## src/hdl/imu_frr_pkg.sv

```systemverilog
package imu_frr_pkg;

  localparam int unsigned WordW = 16;
  localparam int unsigned TripleW = 3 * WordW;
  localparam int unsigned HoldDepth = 4;
  localparam int unsigned HoldIdxW = $clog2(HoldDepth);
  localparam int unsigned CountW = 3;

  localparam logic [CountW-1:0] CountDecided = 3'd4;
  localparam logic [CountW-1:0] CountLastHold = 3'd3;

  typedef logic [TripleW-1:0] triple_t;

  typedef struct packed {
    logic signed [WordW-1:0] acc_x;
    logic signed [WordW-1:0] acc_y;
    logic signed [WordW-1:0] acc_z;
    logic signed [WordW-1:0] rate_x;
    logic signed [WordW-1:0] rate_y;
    logic signed [WordW-1:0] rate_z;
    logic                    batch_end;
  } in_t;

  typedef struct packed {
    logic signed [WordW-1:0] rate_x_out;
    logic signed [WordW-1:0] rate_y_out;
    logic signed [WordW-1:0] rate_z_out;
    logic                    acc_valid;
    logic signed [WordW-1:0] acc_x_out;
    logic signed [WordW-1:0] acc_y_out;
    logic signed [WordW-1:0] acc_z_out;
    logic                    bad_batch;
    logic                    final_out;
  } out_t;

  typedef struct packed {
    logic acc_valid;
    logic bad;
    logic fin;
  } emit_ctl_t;

  typedef struct packed {
    logic phase;
    logic bad;
  } phase_t;

endpackage

```

## src/hdl/imu_frr_remap.sv

```systemverilog
module imu_frr_remap (
  input  imu_frr_pkg::triple_t   acc_i,
  input  imu_frr_pkg::triple_t   gyr_i,
  input  imu_frr_pkg::emit_ctl_t ctl_i,
  output imu_frr_pkg::out_t      res_o
);
  import imu_frr_pkg::*;

  localparam logic [WordW-1:0] MinWord = {1'b1, {(WordW-1){1'b0}}};
  localparam logic [WordW-1:0] MaxWord = {1'b0, {(WordW-1){1'b1}}};

  function automatic logic [WordW-1:0] neg_wrap(input logic [WordW-1:0] v);
    return (~v) + {{(WordW-1){1'b0}}, 1'b1};
  endfunction

  function automatic logic [WordW-1:0] neg_sat(input logic [WordW-1:0] v);
    return (v == MinWord) ? MaxWord : neg_wrap(v);
  endfunction

  always_comb begin
    res_o.rate_x_out = neg_sat(gyr_i[2*WordW-1:WordW]);
    res_o.rate_y_out = neg_wrap(gyr_i[WordW-1:0]);
    res_o.rate_z_out = neg_sat(gyr_i[3*WordW-1:2*WordW]);
    res_o.acc_valid  = ctl_i.acc_valid;
    if (ctl_i.acc_valid) begin
      res_o.acc_x_out = neg_sat(acc_i[2*WordW-1:WordW]);
      res_o.acc_y_out = neg_wrap(acc_i[WordW-1:0]);
      res_o.acc_z_out = neg_sat(acc_i[3*WordW-1:2*WordW]);
    end else begin
      res_o.acc_x_out = '0;
      res_o.acc_y_out = '0;
      res_o.acc_z_out = '0;
    end
    res_o.bad_batch = ctl_i.bad;
    res_o.final_out = ctl_i.fin;
  end

endmodule

```

## src/hdl/imu_frr_phase.sv

```systemverilog
module imu_frr_phase (
  input  imu_frr_pkg::triple_t acc0_i,
  input  imu_frr_pkg::triple_t acc1_i,
  input  imu_frr_pkg::triple_t acc2_i,
  input  imu_frr_pkg::triple_t acc3_i,
  input  logic                 full_i,
  output imu_frr_pkg::phase_t  dec_o
);
  import imu_frr_pkg::*;

  logic pairs_match;
  logic mid_match;

  assign pairs_match = (acc0_i == acc1_i) && (acc2_i == acc3_i);
  assign mid_match   = (acc1_i == acc2_i);

  always_comb begin
    dec_o.phase = 1'b1;
    dec_o.bad   = 1'b0;
    if (full_i) begin
      priority if (pairs_match) begin
        dec_o.phase = 1'b1;
      end else if (mid_match) begin
        dec_o.phase = 1'b0;
      end else begin
        dec_o.bad = 1'b1;
      end
    end
  end

endmodule

```

## src/hdl/imu_fifo_record_realign.sv

```systemverilog
// A streaming item passes through the input register and then the output register.
// Throughput: one item per cycle once the accel phase of a batch is decided, while the output is not stalled.
// An item that decides the phase releases up to four results, one per output
// cycle, and the input register holds the next item until they have left.
// Reset clears all control and batch state; held records need no reset.
module imu_fifo_record_realign (
  input  logic               clk_i,
  input  logic               rst_ni,
  input  logic               in_valid_i,
  output logic               in_stall_o,
  input  imu_frr_pkg::in_t   in_i,
  output logic               out_valid_o,
  input  logic               out_stall_i,
  output imu_frr_pkg::out_t  out_o
);
  import imu_frr_pkg::*;

  logic              in_v_q, in_v_d;
  in_t               in_q;
  triple_t           cur_acc, cur_gyr;

  logic [CountW-1:0] count_q, count_d;
  logic              odd_q, odd_d;
  logic              phase_q, phase_d;
  logic              bad_q, bad_d;

  triple_t           hold_acc_q [HoldDepth];
  triple_t           hold_gyr_q [HoldDepth];

  logic                drain_q, drain_d;
  logic [HoldIdxW-1:0] drain_idx_q, drain_idx_d;
  logic [HoldIdxW-1:0] drain_top_q, drain_top_d;
  logic                drain_fin_q, drain_fin_d;
  phase_t              drain_dec_q, drain_dec_d;

  logic      out_v_q, out_v_d;
  out_t      out_q;
  logic      out_free;
  logic      is_stream, is_hold;
  logic      advance;
  logic      push_stream, push_drain;
  logic      hold_wr;
  phase_t    dec;
  triple_t   sel_acc, sel_gyr;
  emit_ctl_t ctl;
  out_t      res;

  assign cur_acc = {in_q.acc_z, in_q.acc_y, in_q.acc_x};
  assign cur_gyr = {in_q.rate_z, in_q.rate_y, in_q.rate_x};

  assign is_stream  = (count_q == CountDecided);
  assign is_hold    = !is_stream && (count_q != CountLastHold) && !in_q.batch_end;

  assign out_free    = !out_v_q || !out_stall_i;
  assign advance     = in_v_q && !drain_q && (!is_stream || out_free);
  assign in_stall_o  = in_v_q && !advance;
  assign push_drain  = drain_q && out_free;
  assign push_stream = advance && is_stream;
  assign hold_wr     = advance && !is_stream;

  imu_frr_phase u_phase (
    .acc0_i (hold_acc_q[0]),
    .acc1_i (hold_acc_q[1]),
    .acc2_i (hold_acc_q[2]),
    .acc3_i (cur_acc),
    .full_i (count_q == CountLastHold),
    .dec_o  (dec)
  );

  always_comb begin
    if (drain_q) begin
      sel_acc       = hold_acc_q[drain_idx_q];
      sel_gyr       = hold_gyr_q[drain_idx_q];
      ctl.acc_valid = (drain_idx_q[0] == drain_dec_q.phase);
      ctl.bad       = drain_dec_q.bad;
      ctl.fin       = drain_fin_q && (drain_idx_q == drain_top_q);
    end else begin
      sel_acc       = cur_acc;
      sel_gyr       = cur_gyr;
      ctl.acc_valid = (odd_q == phase_q);
      ctl.bad       = bad_q;
      ctl.fin       = in_q.batch_end;
    end
  end

  imu_frr_remap u_remap (
    .acc_i (sel_acc),
    .gyr_i (sel_gyr),
    .ctl_i (ctl),
    .res_o (res)
  );

  always_comb begin
    in_v_d      = in_stall_o ? 1'b1 : in_valid_i;
    count_d     = count_q;
    odd_d       = odd_q;
    phase_d     = phase_q;
    bad_d       = bad_q;
    drain_d     = drain_q;
    drain_idx_d = drain_idx_q;
    drain_top_d = drain_top_q;
    drain_fin_d = drain_fin_q;
    drain_dec_d = drain_dec_q;
    out_v_d     = out_free ? (push_drain || push_stream) : out_v_q;

    if (push_drain) begin
      if (drain_idx_q == drain_top_q) begin
        drain_d = 1'b0;
      end else begin
        drain_idx_d = drain_idx_q + 1'b1;
      end
    end

    if (advance) begin
      if (is_stream) begin
        odd_d = ~odd_q;
      end else if (is_hold) begin
        count_d = count_q + 1'b1;
      end else begin
        drain_d     = 1'b1;
        drain_idx_d = '0;
        drain_top_d = count_q[HoldIdxW-1:0];
        drain_fin_d = in_q.batch_end;
        drain_dec_d = dec;
        count_d     = CountDecided;
        odd_d       = ~count_q[0];
        phase_d     = dec.phase;
        bad_d       = dec.bad;
      end
      if (in_q.batch_end) begin
        count_d = '0;
        odd_d   = 1'b0;
        phase_d = 1'b1;
        bad_d   = 1'b0;
      end
    end
  end

  always_ff @(posedge clk_i or negedge rst_ni) begin
    if (!rst_ni) begin
      in_v_q      <= 1'b0;
      count_q     <= '0;
      odd_q       <= 1'b0;
      phase_q     <= 1'b1;
      bad_q       <= 1'b0;
      drain_q     <= 1'b0;
      drain_idx_q <= '0;
      drain_top_q <= '0;
      drain_fin_q <= 1'b0;
      drain_dec_q <= '0;
      out_v_q     <= 1'b0;
    end else begin
      in_v_q      <= in_v_d;
      count_q     <= count_d;
      odd_q       <= odd_d;
      phase_q     <= phase_d;
      bad_q       <= bad_d;
      drain_q     <= drain_d;
      drain_idx_q <= drain_idx_d;
      drain_top_q <= drain_top_d;
      drain_fin_q <= drain_fin_d;
      drain_dec_q <= drain_dec_d;
      out_v_q     <= out_v_d;
    end
  end

  always_ff @(posedge clk_i) begin
    if (!in_stall_o && in_valid_i) begin
      in_q <= in_i;
    end
    if (hold_wr) begin
      hold_acc_q[count_q[HoldIdxW-1:0]] <= cur_acc;
      hold_gyr_q[count_q[HoldIdxW-1:0]] <= cur_gyr;
    end
    if (push_drain || push_stream) begin
      out_q <= res;
    end
  end

  assign out_valid_o = out_v_q;
  assign out_o       = out_q;

endmodule

```

## config.mk

```make
export PLATFORM = sky130hd
export DESIGN_NAME = imu_fifo_record_realign
export DESIGN_NICKNAME = d
export VERILOG_FILES = /design/src/hdl/imu_frr_pkg.sv /design/src/hdl/imu_frr_remap.sv /design/src/hdl/imu_frr_phase.sv /design/src/hdl/imu_fifo_record_realign.sv
export SDC_FILE = /design/constraint.sdc
export NUM_CORES = 1
export LEC_CHECK = 0
export ABC_AREA = 0
export BUFFER_PORTS_ARGS = -buffer_cell sky130_fd_sc_hd__buf_2
export CORE_MARGIN = 10
export CORE_UTILIZATION = 50
export DETAILED_ROUTE_END_ITERATION = 7
export HOLD_SLACK_MARGIN = 0.03
export PLACE_DENSITY = 0.72
export SLEW_MARGIN = 25
export SYNTH_ARGS = -nofsm -noshare
export SYNTH_HDL_FRONTEND = slang
export SYNTH_HIERARCHICAL = 1
export SYNTH_SLANG_ARGS = --single-unit
```

## constraint.sdc

```tcl
create_clock -name clk_i -period 12.5 [get_ports clk_i]
set_input_delay 1.25 -clock clk_i [delete_from_list [all_inputs] [get_ports clk_i]]
set_output_delay 1.25 -clock clk_i [all_outputs]
set_load 0.02 [all_outputs]
```

Yosys cells after proc, flatten, opt, wreduce, memory -nomap -nowiden

Memory sizes are Yosys's and may differ from the RTL's.
Cells that the tools add are included.
W data, S select, Z words.

Output and inout port bits: 101
Logic and storage cells: 128
Memories: 2
Bits in writable memories: 384
Register bits after elaboration: 212

$add $sub $neg: 8
Eq/ne operators: 16
Reductions and logical operators: 27
Bitwise logic cells: 11
Muxes and demuxes: 34

Memories:

| name       | words | width | read ports | clocked after Yosys merged registers in | write ports | line                          | RTL |
|---|---|---|---|---|---|---|---|
| hold_acc_q | 4     | 48    | 4          | 0                                       | 1           | imu_fifo_record_realign.sv:27 | `triple_t hold_acc_q [HoldDepth];` |
| hold_gyr_q | 4     | 48    | 1          | 0                                       | 1           | imu_fifo_record_realign.sv:28 | `triple_t hold_gyr_q [HoldDepth];` |

Operator list:

| operator                | count |
|---|---|
| $eq A48 B48 Y1          | 3 |
| $add A16 B1 Y16 const B | 6 |
| $mux W48                | 2 |
| $not A16 Y16            | 6 |
| $eq A16 B16 Y1 const B  | 4 |
| $mux W15                | 2 |
| $mux W1                 | 20 |
| $mux W2                 | 6 |
| $mux W3                 | 4 |
| $logic_and A1 B1 Y1     | 11 |
| $logic_not A1 Y1        | 7 |
| $reduce_and A3 Y1       | 2 |
| $not A1 Y1              | 5 |
| $ne A2 B2 Y1 const B    | 2 |
| $reduce_and A2 Y1       | 2 |
| $reduce_or A2 Y1        | 2 |
| $add A3 B1 Y3 const B   | 1 |
| $eq A3 B2 Y1 const B    | 1 |
| $eq A3 B3 Y1 const B    | 1 |
| $logic_or A1 B1 Y1      | 3 |
| $ne A3 B2 Y1 const B    | 1 |
| $ne A3 B3 Y1 const B    | 1 |
| $add A2 B1 Y2 const B   | 1 |
| $eq A1 B1 Y1            | 2 |
| $eq A2 B2 Y1            | 1 |

Longest topological paths before layout

Depth in word-level cells: 8
Depth in mapped cells: 13
Depth with buffers taken out: 8

Cells and area by module

The synthesis kept the hierarchy.

By module, submodules not included:

| module                  | area each (sq um) | times used | cells each | seq. area each (sq um) |
|---|---|---|---|---|
| imu_fifo_record_realign | 22185.0           | 1          | 905        | 17818.3 |
| imu_frr_remap           | 2252.2            | 1          | 350        | 0.0 |
| imu_frr_phase           | 1584.0            | 1          | 196        | 0.0 |

Worst setup path before layout

No wires, ideal clock.

Path type: input port to flip-flop
Start: in out_stall_i
End: reg in_q (netlist bit cur_acc[0]) (enable)
Library setup time: 0.702 ns
Data required time: 11.798 ns
Stages: 3
Setup slack: 3.295 ns
Arrival: 8.503 ns
Cells stage by stage: nand4_1 -> nand2_1 -> a21boi_0

Cells in the longest elaborated chain, start to end: 8

RTL lines:

| item                   | line                           | RTL |
|---|---|---|
| start: declaration     | imu_fifo_record_realign.sv:13  | `input logic out_stall_i,` |
| $logic_not A1 Y1       | imu_fifo_record_realign.sv:54  | `assign out_free = !out_v_q \|\| !out_stall_i;` |
| $logic_or A1 B1 Y1     | imu_fifo_record_realign.sv:54  |  |
| $logic_or A1 B1 Y1     | imu_fifo_record_realign.sv:55  | `assign advance = in_v_q && !drain_q && (!is_stream \|\| out_free);` |
| $logic_and A1 B1 Y1    | imu_fifo_record_realign.sv:55  |  |
| $logic_not A1 Y1       | imu_fifo_record_realign.sv:56  | `assign in_stall_o = in_v_q && !advance;` |
| $logic_and A1 B1 Y1    | imu_fifo_record_realign.sv:56  |  |
| $logic_not A1 Y1       | imu_fifo_record_realign.sv:168 | `if (!in_stall_o && in_valid_i) begin` |
| $logic_and A1 B1 Y1    | imu_fifo_record_realign.sv:168 |  |
| end signal: assignment | imu_fifo_record_realign.sv:169 | `in_q <= in_i;` |
| end: declaration       | imu_fifo_record_realign.sv:19  | `in_t in_q;` |

Every way passes these cells.
A chain may end at the register's enable or synchronous reset.

Final worst setup path

Start: reg drain_idx_q[0]
End: reg out_q (netlist bit out_o[7]) (data pin)

Cells in the longest elaborated chain, start to end: 5
Elaborated cells between the ends (all ways): 8
Those cells by class: add/sub: 1; eq/ne: 2; mux: 3; bitwise: 1; memory: 1

RTL lines:

| item                     | line                           | RTL |
|---|---|---|
| start: declaration       | imu_fifo_record_realign.sv:31  | `logic [HoldIdxW-1:0] drain_idx_q, drain_idx_d;` |
| start signal: assignment | imu_fifo_record_realign.sv:159 | `drain_idx_q <= drain_idx_d;` |
| $mem_v2 Z4 W48 (*)       | --                             |  |
| $mux W48 (*)             | imu_fifo_record_realign.sv:71  | `if (drain_q) begin` |
| named net sel_acc[32]    | imu_fifo_record_realign.sv:44  | `triple_t sel_acc, sel_gyr;` |
| $not A16 Y16             | imu_frr_remap.sv:13            | `return (~v) + {{(WordW-1){1'b0}}, 1'b1};` |
| $add A16 B1 Y16          | imu_frr_remap.sv:13            |  |
| $mux W15 (*)             | imu_frr_remap.sv:17            | `return (v == MinWord) ? MaxWord : neg_wrap(v);` |
| end signal: assignment   | imu_fifo_record_realign.sv:176 | `out_q <= res;` |
| end: declaration         | imu_fifo_record_realign.sv:37  | `out_t out_q;` |

Mark *: on every way through the listed nets, which the timed path passes. The rest lies on a longest branch.

==> summary.txt <==
Yosys
  • Seq/Total Area, Yosys: 0.685
  • Ys Warns: 6
  • Post-synthesis async set-or-reset flop share: 0.0268
  • Post-synth EDFFs: 580
  • Top area cells in the synthesized netlist: edfxtp_1 (67%), mux4_2 (8.3%), xor2_1 (6.3%), mux2_4 (4.0%), nor4_1 (1.5%)
  • Syn nets: 1563
  • Largest area contributor in the netlist: edfxtp_1
  • Seq cells post-synth: 596
  • Avg Inst Size Synth: 17.9 µm²
  • Yosys cell types: 64
  • Prevailing post-synth register cell: edfxtp_1
  • Post-synthesis cell count: 1451
  • Share of the synthesized area in the top cell type: 0.669
  • Mapped Area: 26000 µm²

Placement
  • DP Area: 27700 µm²
  • Routability Congestion: 0.864
  • Port Buf Inserts: 201
  • Placed cell count: 2289
  • DP HPWL: 37800 µm
  • Post-Place Worst Slack: 7750 ps

STA
  • Worst setup margin: 7730 ps
  • Crit path time final: 4770 ps
  • Setup TNS: 0 ps
  • Relative slew slack: 0.309
  • Fin Hold WS: 512 ps
  • Highest Clock Rate: 210 MHz
  • Slew Limit Fails: 0
  • Count of final hold-check violations: 0
  • Period utilisation layout: 0.382
  • Fin Clk Skew: 24.6 ps
  • Final setup vio count: 0
  • Worst-margin pin slew: 1040 ps
  • RSZ-0062 raised after global routing: false

Finish
  • Post-layout util: 0.576
  • N_diodes: 0
  • Area growth syn-to-layout: 13.9%
  • Final nets: 1782
  • Fraction of layout cells with a size suffix above 1: 0.305
  • Layout Cell Area excl Fill: 29600 µm²
  • Post-route insts no fill: 2400

Job
  • Max-cap violation count: 0

Die
  • Initial Utilization: 0.506
  • Die H: 248 µm
  • # IOs: 202
  • Num rows: 83
  • Die X-Extent: 248 µm
  • Die area: 61600 µm²
  • Core area: 51400 µm²

Clock tree
  • Worst-path clk slew: 60 ps
  • Hold_buf cts: 0
  • Post-CTS Resized: 0
  • CTS tree: built
  • Clock sink total: 596
  • Clock Tree Buf Depth: 3
  • CTS Buf Count: 59
  • Root buffer cell: clkbuf_16
  • Postcts setup bufs: 0
  • Worst skew pair latency: 630 ps
  • H-tree Lvls: 2

Detailed routing
  • # DRC: 0
  • DR WL/cell: 23.9 µm
  • Met3 wire length: 4460 µm
  • Vias: 13800
  • Top Metal Used: met5
  • Vias/cell: 5.73
  • Drt first pass iters: 5
  • Antenna Nets Post-Route: 0
  • Final Routed Wirelength: 57400 µm
  • WL met2: 28200 µm
  • Initial drt markers: 1154
  • M1 WL: 23200 µm

Power and ir drop
  • Worst vdd ir: 0.000147 V
  • Pwr Density: 254 nW/µm²
  • Design Power: 7.53 mW
  • Leakage: 10.3 nW

Hold path
  • Hold_sp: cur_gyr[25]
  • Class of the worst hold path: register to register

Critical path
  • R2R Path Start: drain_idx_q[0]
  • Critical Path Source Type: register
  • Crit Path Max Fanout: 70
  • WS Path Type: register to register
  • Worst Path Arrival: 5250 ps
  • WP data required: 12980 ps
  • Crit end category: register
  • Critical Path Start: drain_idx_q[0]

Outcome
  • Status: finished clean

GRT
  • Initial antenna violation count: 3
  • Largest net degree at the start of global routing: 71
  • Vias in the first global route: 13800
  • Gr usage total: 0.183
  • Total grt overflow: 0
  • First-pass GRT wire length: 85500 µm
-- flip-flops by register name, indices dropped and copies added, names as in the netlist --
signal / flops
cur_gyr: 48
drain_dec_q: 2
in_q: 1
out_o: 99
cur_acc: 48
drain_top_q: 2
in_v_q: 1
phase_q: 1
out_valid_o: 1
drain_idx_q: 2
odd_q: 1
drain_q: 1
hold_gyr_q: 192
count_q: 3
bad_q: 1
drain_fin_q: 1
hold_acc_q: 192
-- cell usage after synthesis (all sizes together), types with 3 or more instances --
cell / n
a21oi: 14
and2: 14
and3: 12
buf: 37
clkbuf: 19
dfrtp: 15
edfxtp: 580
ha: 11
inv: 22
mux2: 102
mux2i: 9
mux4: 96
nand2: 53
nand2b: 11
nand3: 6
nand4: 17
nor2: 31
nor2b: 5
nor3: 17
nor3b: 4
nor4: 62
o21a: 27
o21ai: 9
o2bb2ai: 3
o31ai: 6
or2: 3
or3: 7
or4: 14
or4b: 4
xnor2: 22
xor2: 186
-- area by class of cell --
cell class                      instances  area, µm²
Clock buffer                           81       1640
Clock inverter                         30        323
Sequential cell                       596      17800
Tap cell                              680        851
Timing Repair Buffer                  214       1120
Fill cell                            3855      21800
Multi-Input combinational cell        777       7790
Inverter                               22       82.6
-- worst paths after layout --
| kind | endpoint | slack, ps | depth (start not counted) |
|---|---|---|---|
| setup / recovery | out_o[7] | 7730 | 9 |
| hold / removal | hold_gyr_q[2][25] | 510 | 0 |
| setup reg to reg | out_o[7] | 7730 | 9 |
| hold reg to reg | hold_gyr_q[2][25] | 510 | 0 |
| max in group asynchronous | phase_q | 11620 | 1 |
| min in group asynchronous | in_v_q | 540 | 1 |
-- cells by family (layout without fill, tap and decap cells) --
family,Yosys count,count (layout),share of synthesized area
and+or+nand+nor,270,270,0.0590
xor gates and xnor gates,208,208,0.0700
buffers and inverters,78,347,0.0180
DFF,596,596,0.685
adders and majority gates,11,11,0.00529
AOI/OAI and AO/OA,81,81,0.0222
muxes,207,207,0.141
-- layout by cell type, fill, tap and decap left out, types with 7 or more instances in the layout --
cell | netlist | routed
a21oi_1 | 13 | 11
and2_1 | 14 | 14
and3_1 | 12 | 8
buf_2 | 18 | 201
buf_4 | 4 | 12
clkbuf_1 | 19 | 15
clkbuf_16 | 0 | 60
clkinv_2 | 0 | 12
dfrtp_1 | 15 | 12
edfxtp_1 | 580 | 580
ha_1 | 11 | 11
inv_1 | 22 | 22
mux2_2 | 32 | 32
mux2_4 | 70 | 70
mux2i_1 | 9 | 9
mux4_2 | 96 | 96
nand2_1 | 53 | 53
nand2b_1 | 11 | 11
nand4_1 | 17 | 17
nor2_1 | 31 | 31
nor3_1 | 17 | 17
nor4_1 | 61 | 61
o21a_1 | 27 | 27
o21ai_0 | 9 | 9
or3_1 | 7 | 7
or4_1 | 14 | 14
xnor2_1 | 22 | 22
xor2_1 | 186 | 186
-- critical path, stage by stage (launching register included) --
cell     delay, ps
dfrtp_4        850
buf_12         520
mux4_2         590
mux2_4         290
inv_1           90
ha_1           220
or4b_4         520
or4b_4         540
nor2_1         620
o21a_1         240
-- where the power goes --
group | internal, mW | total [mW] | switching [mW]
Clock | 1.02 | 1.76 | 0.740
Combinational | 1.03 | 2.49 | 1.46
Sequential | 2.94 | 3.28 | 0.340
Total | 4.99 | 7.53 | 2.54
-- per-layer routing --
layer | vias up | global-route usage
li1 | 6182 | -
met1 | 7000 | 0.241
met2 | 476 | 0.299
met3 | 95 | 0.0416
met4 | 6 | 0.0599
met5 | - | 0
Power figures use the tool's default switching activity.
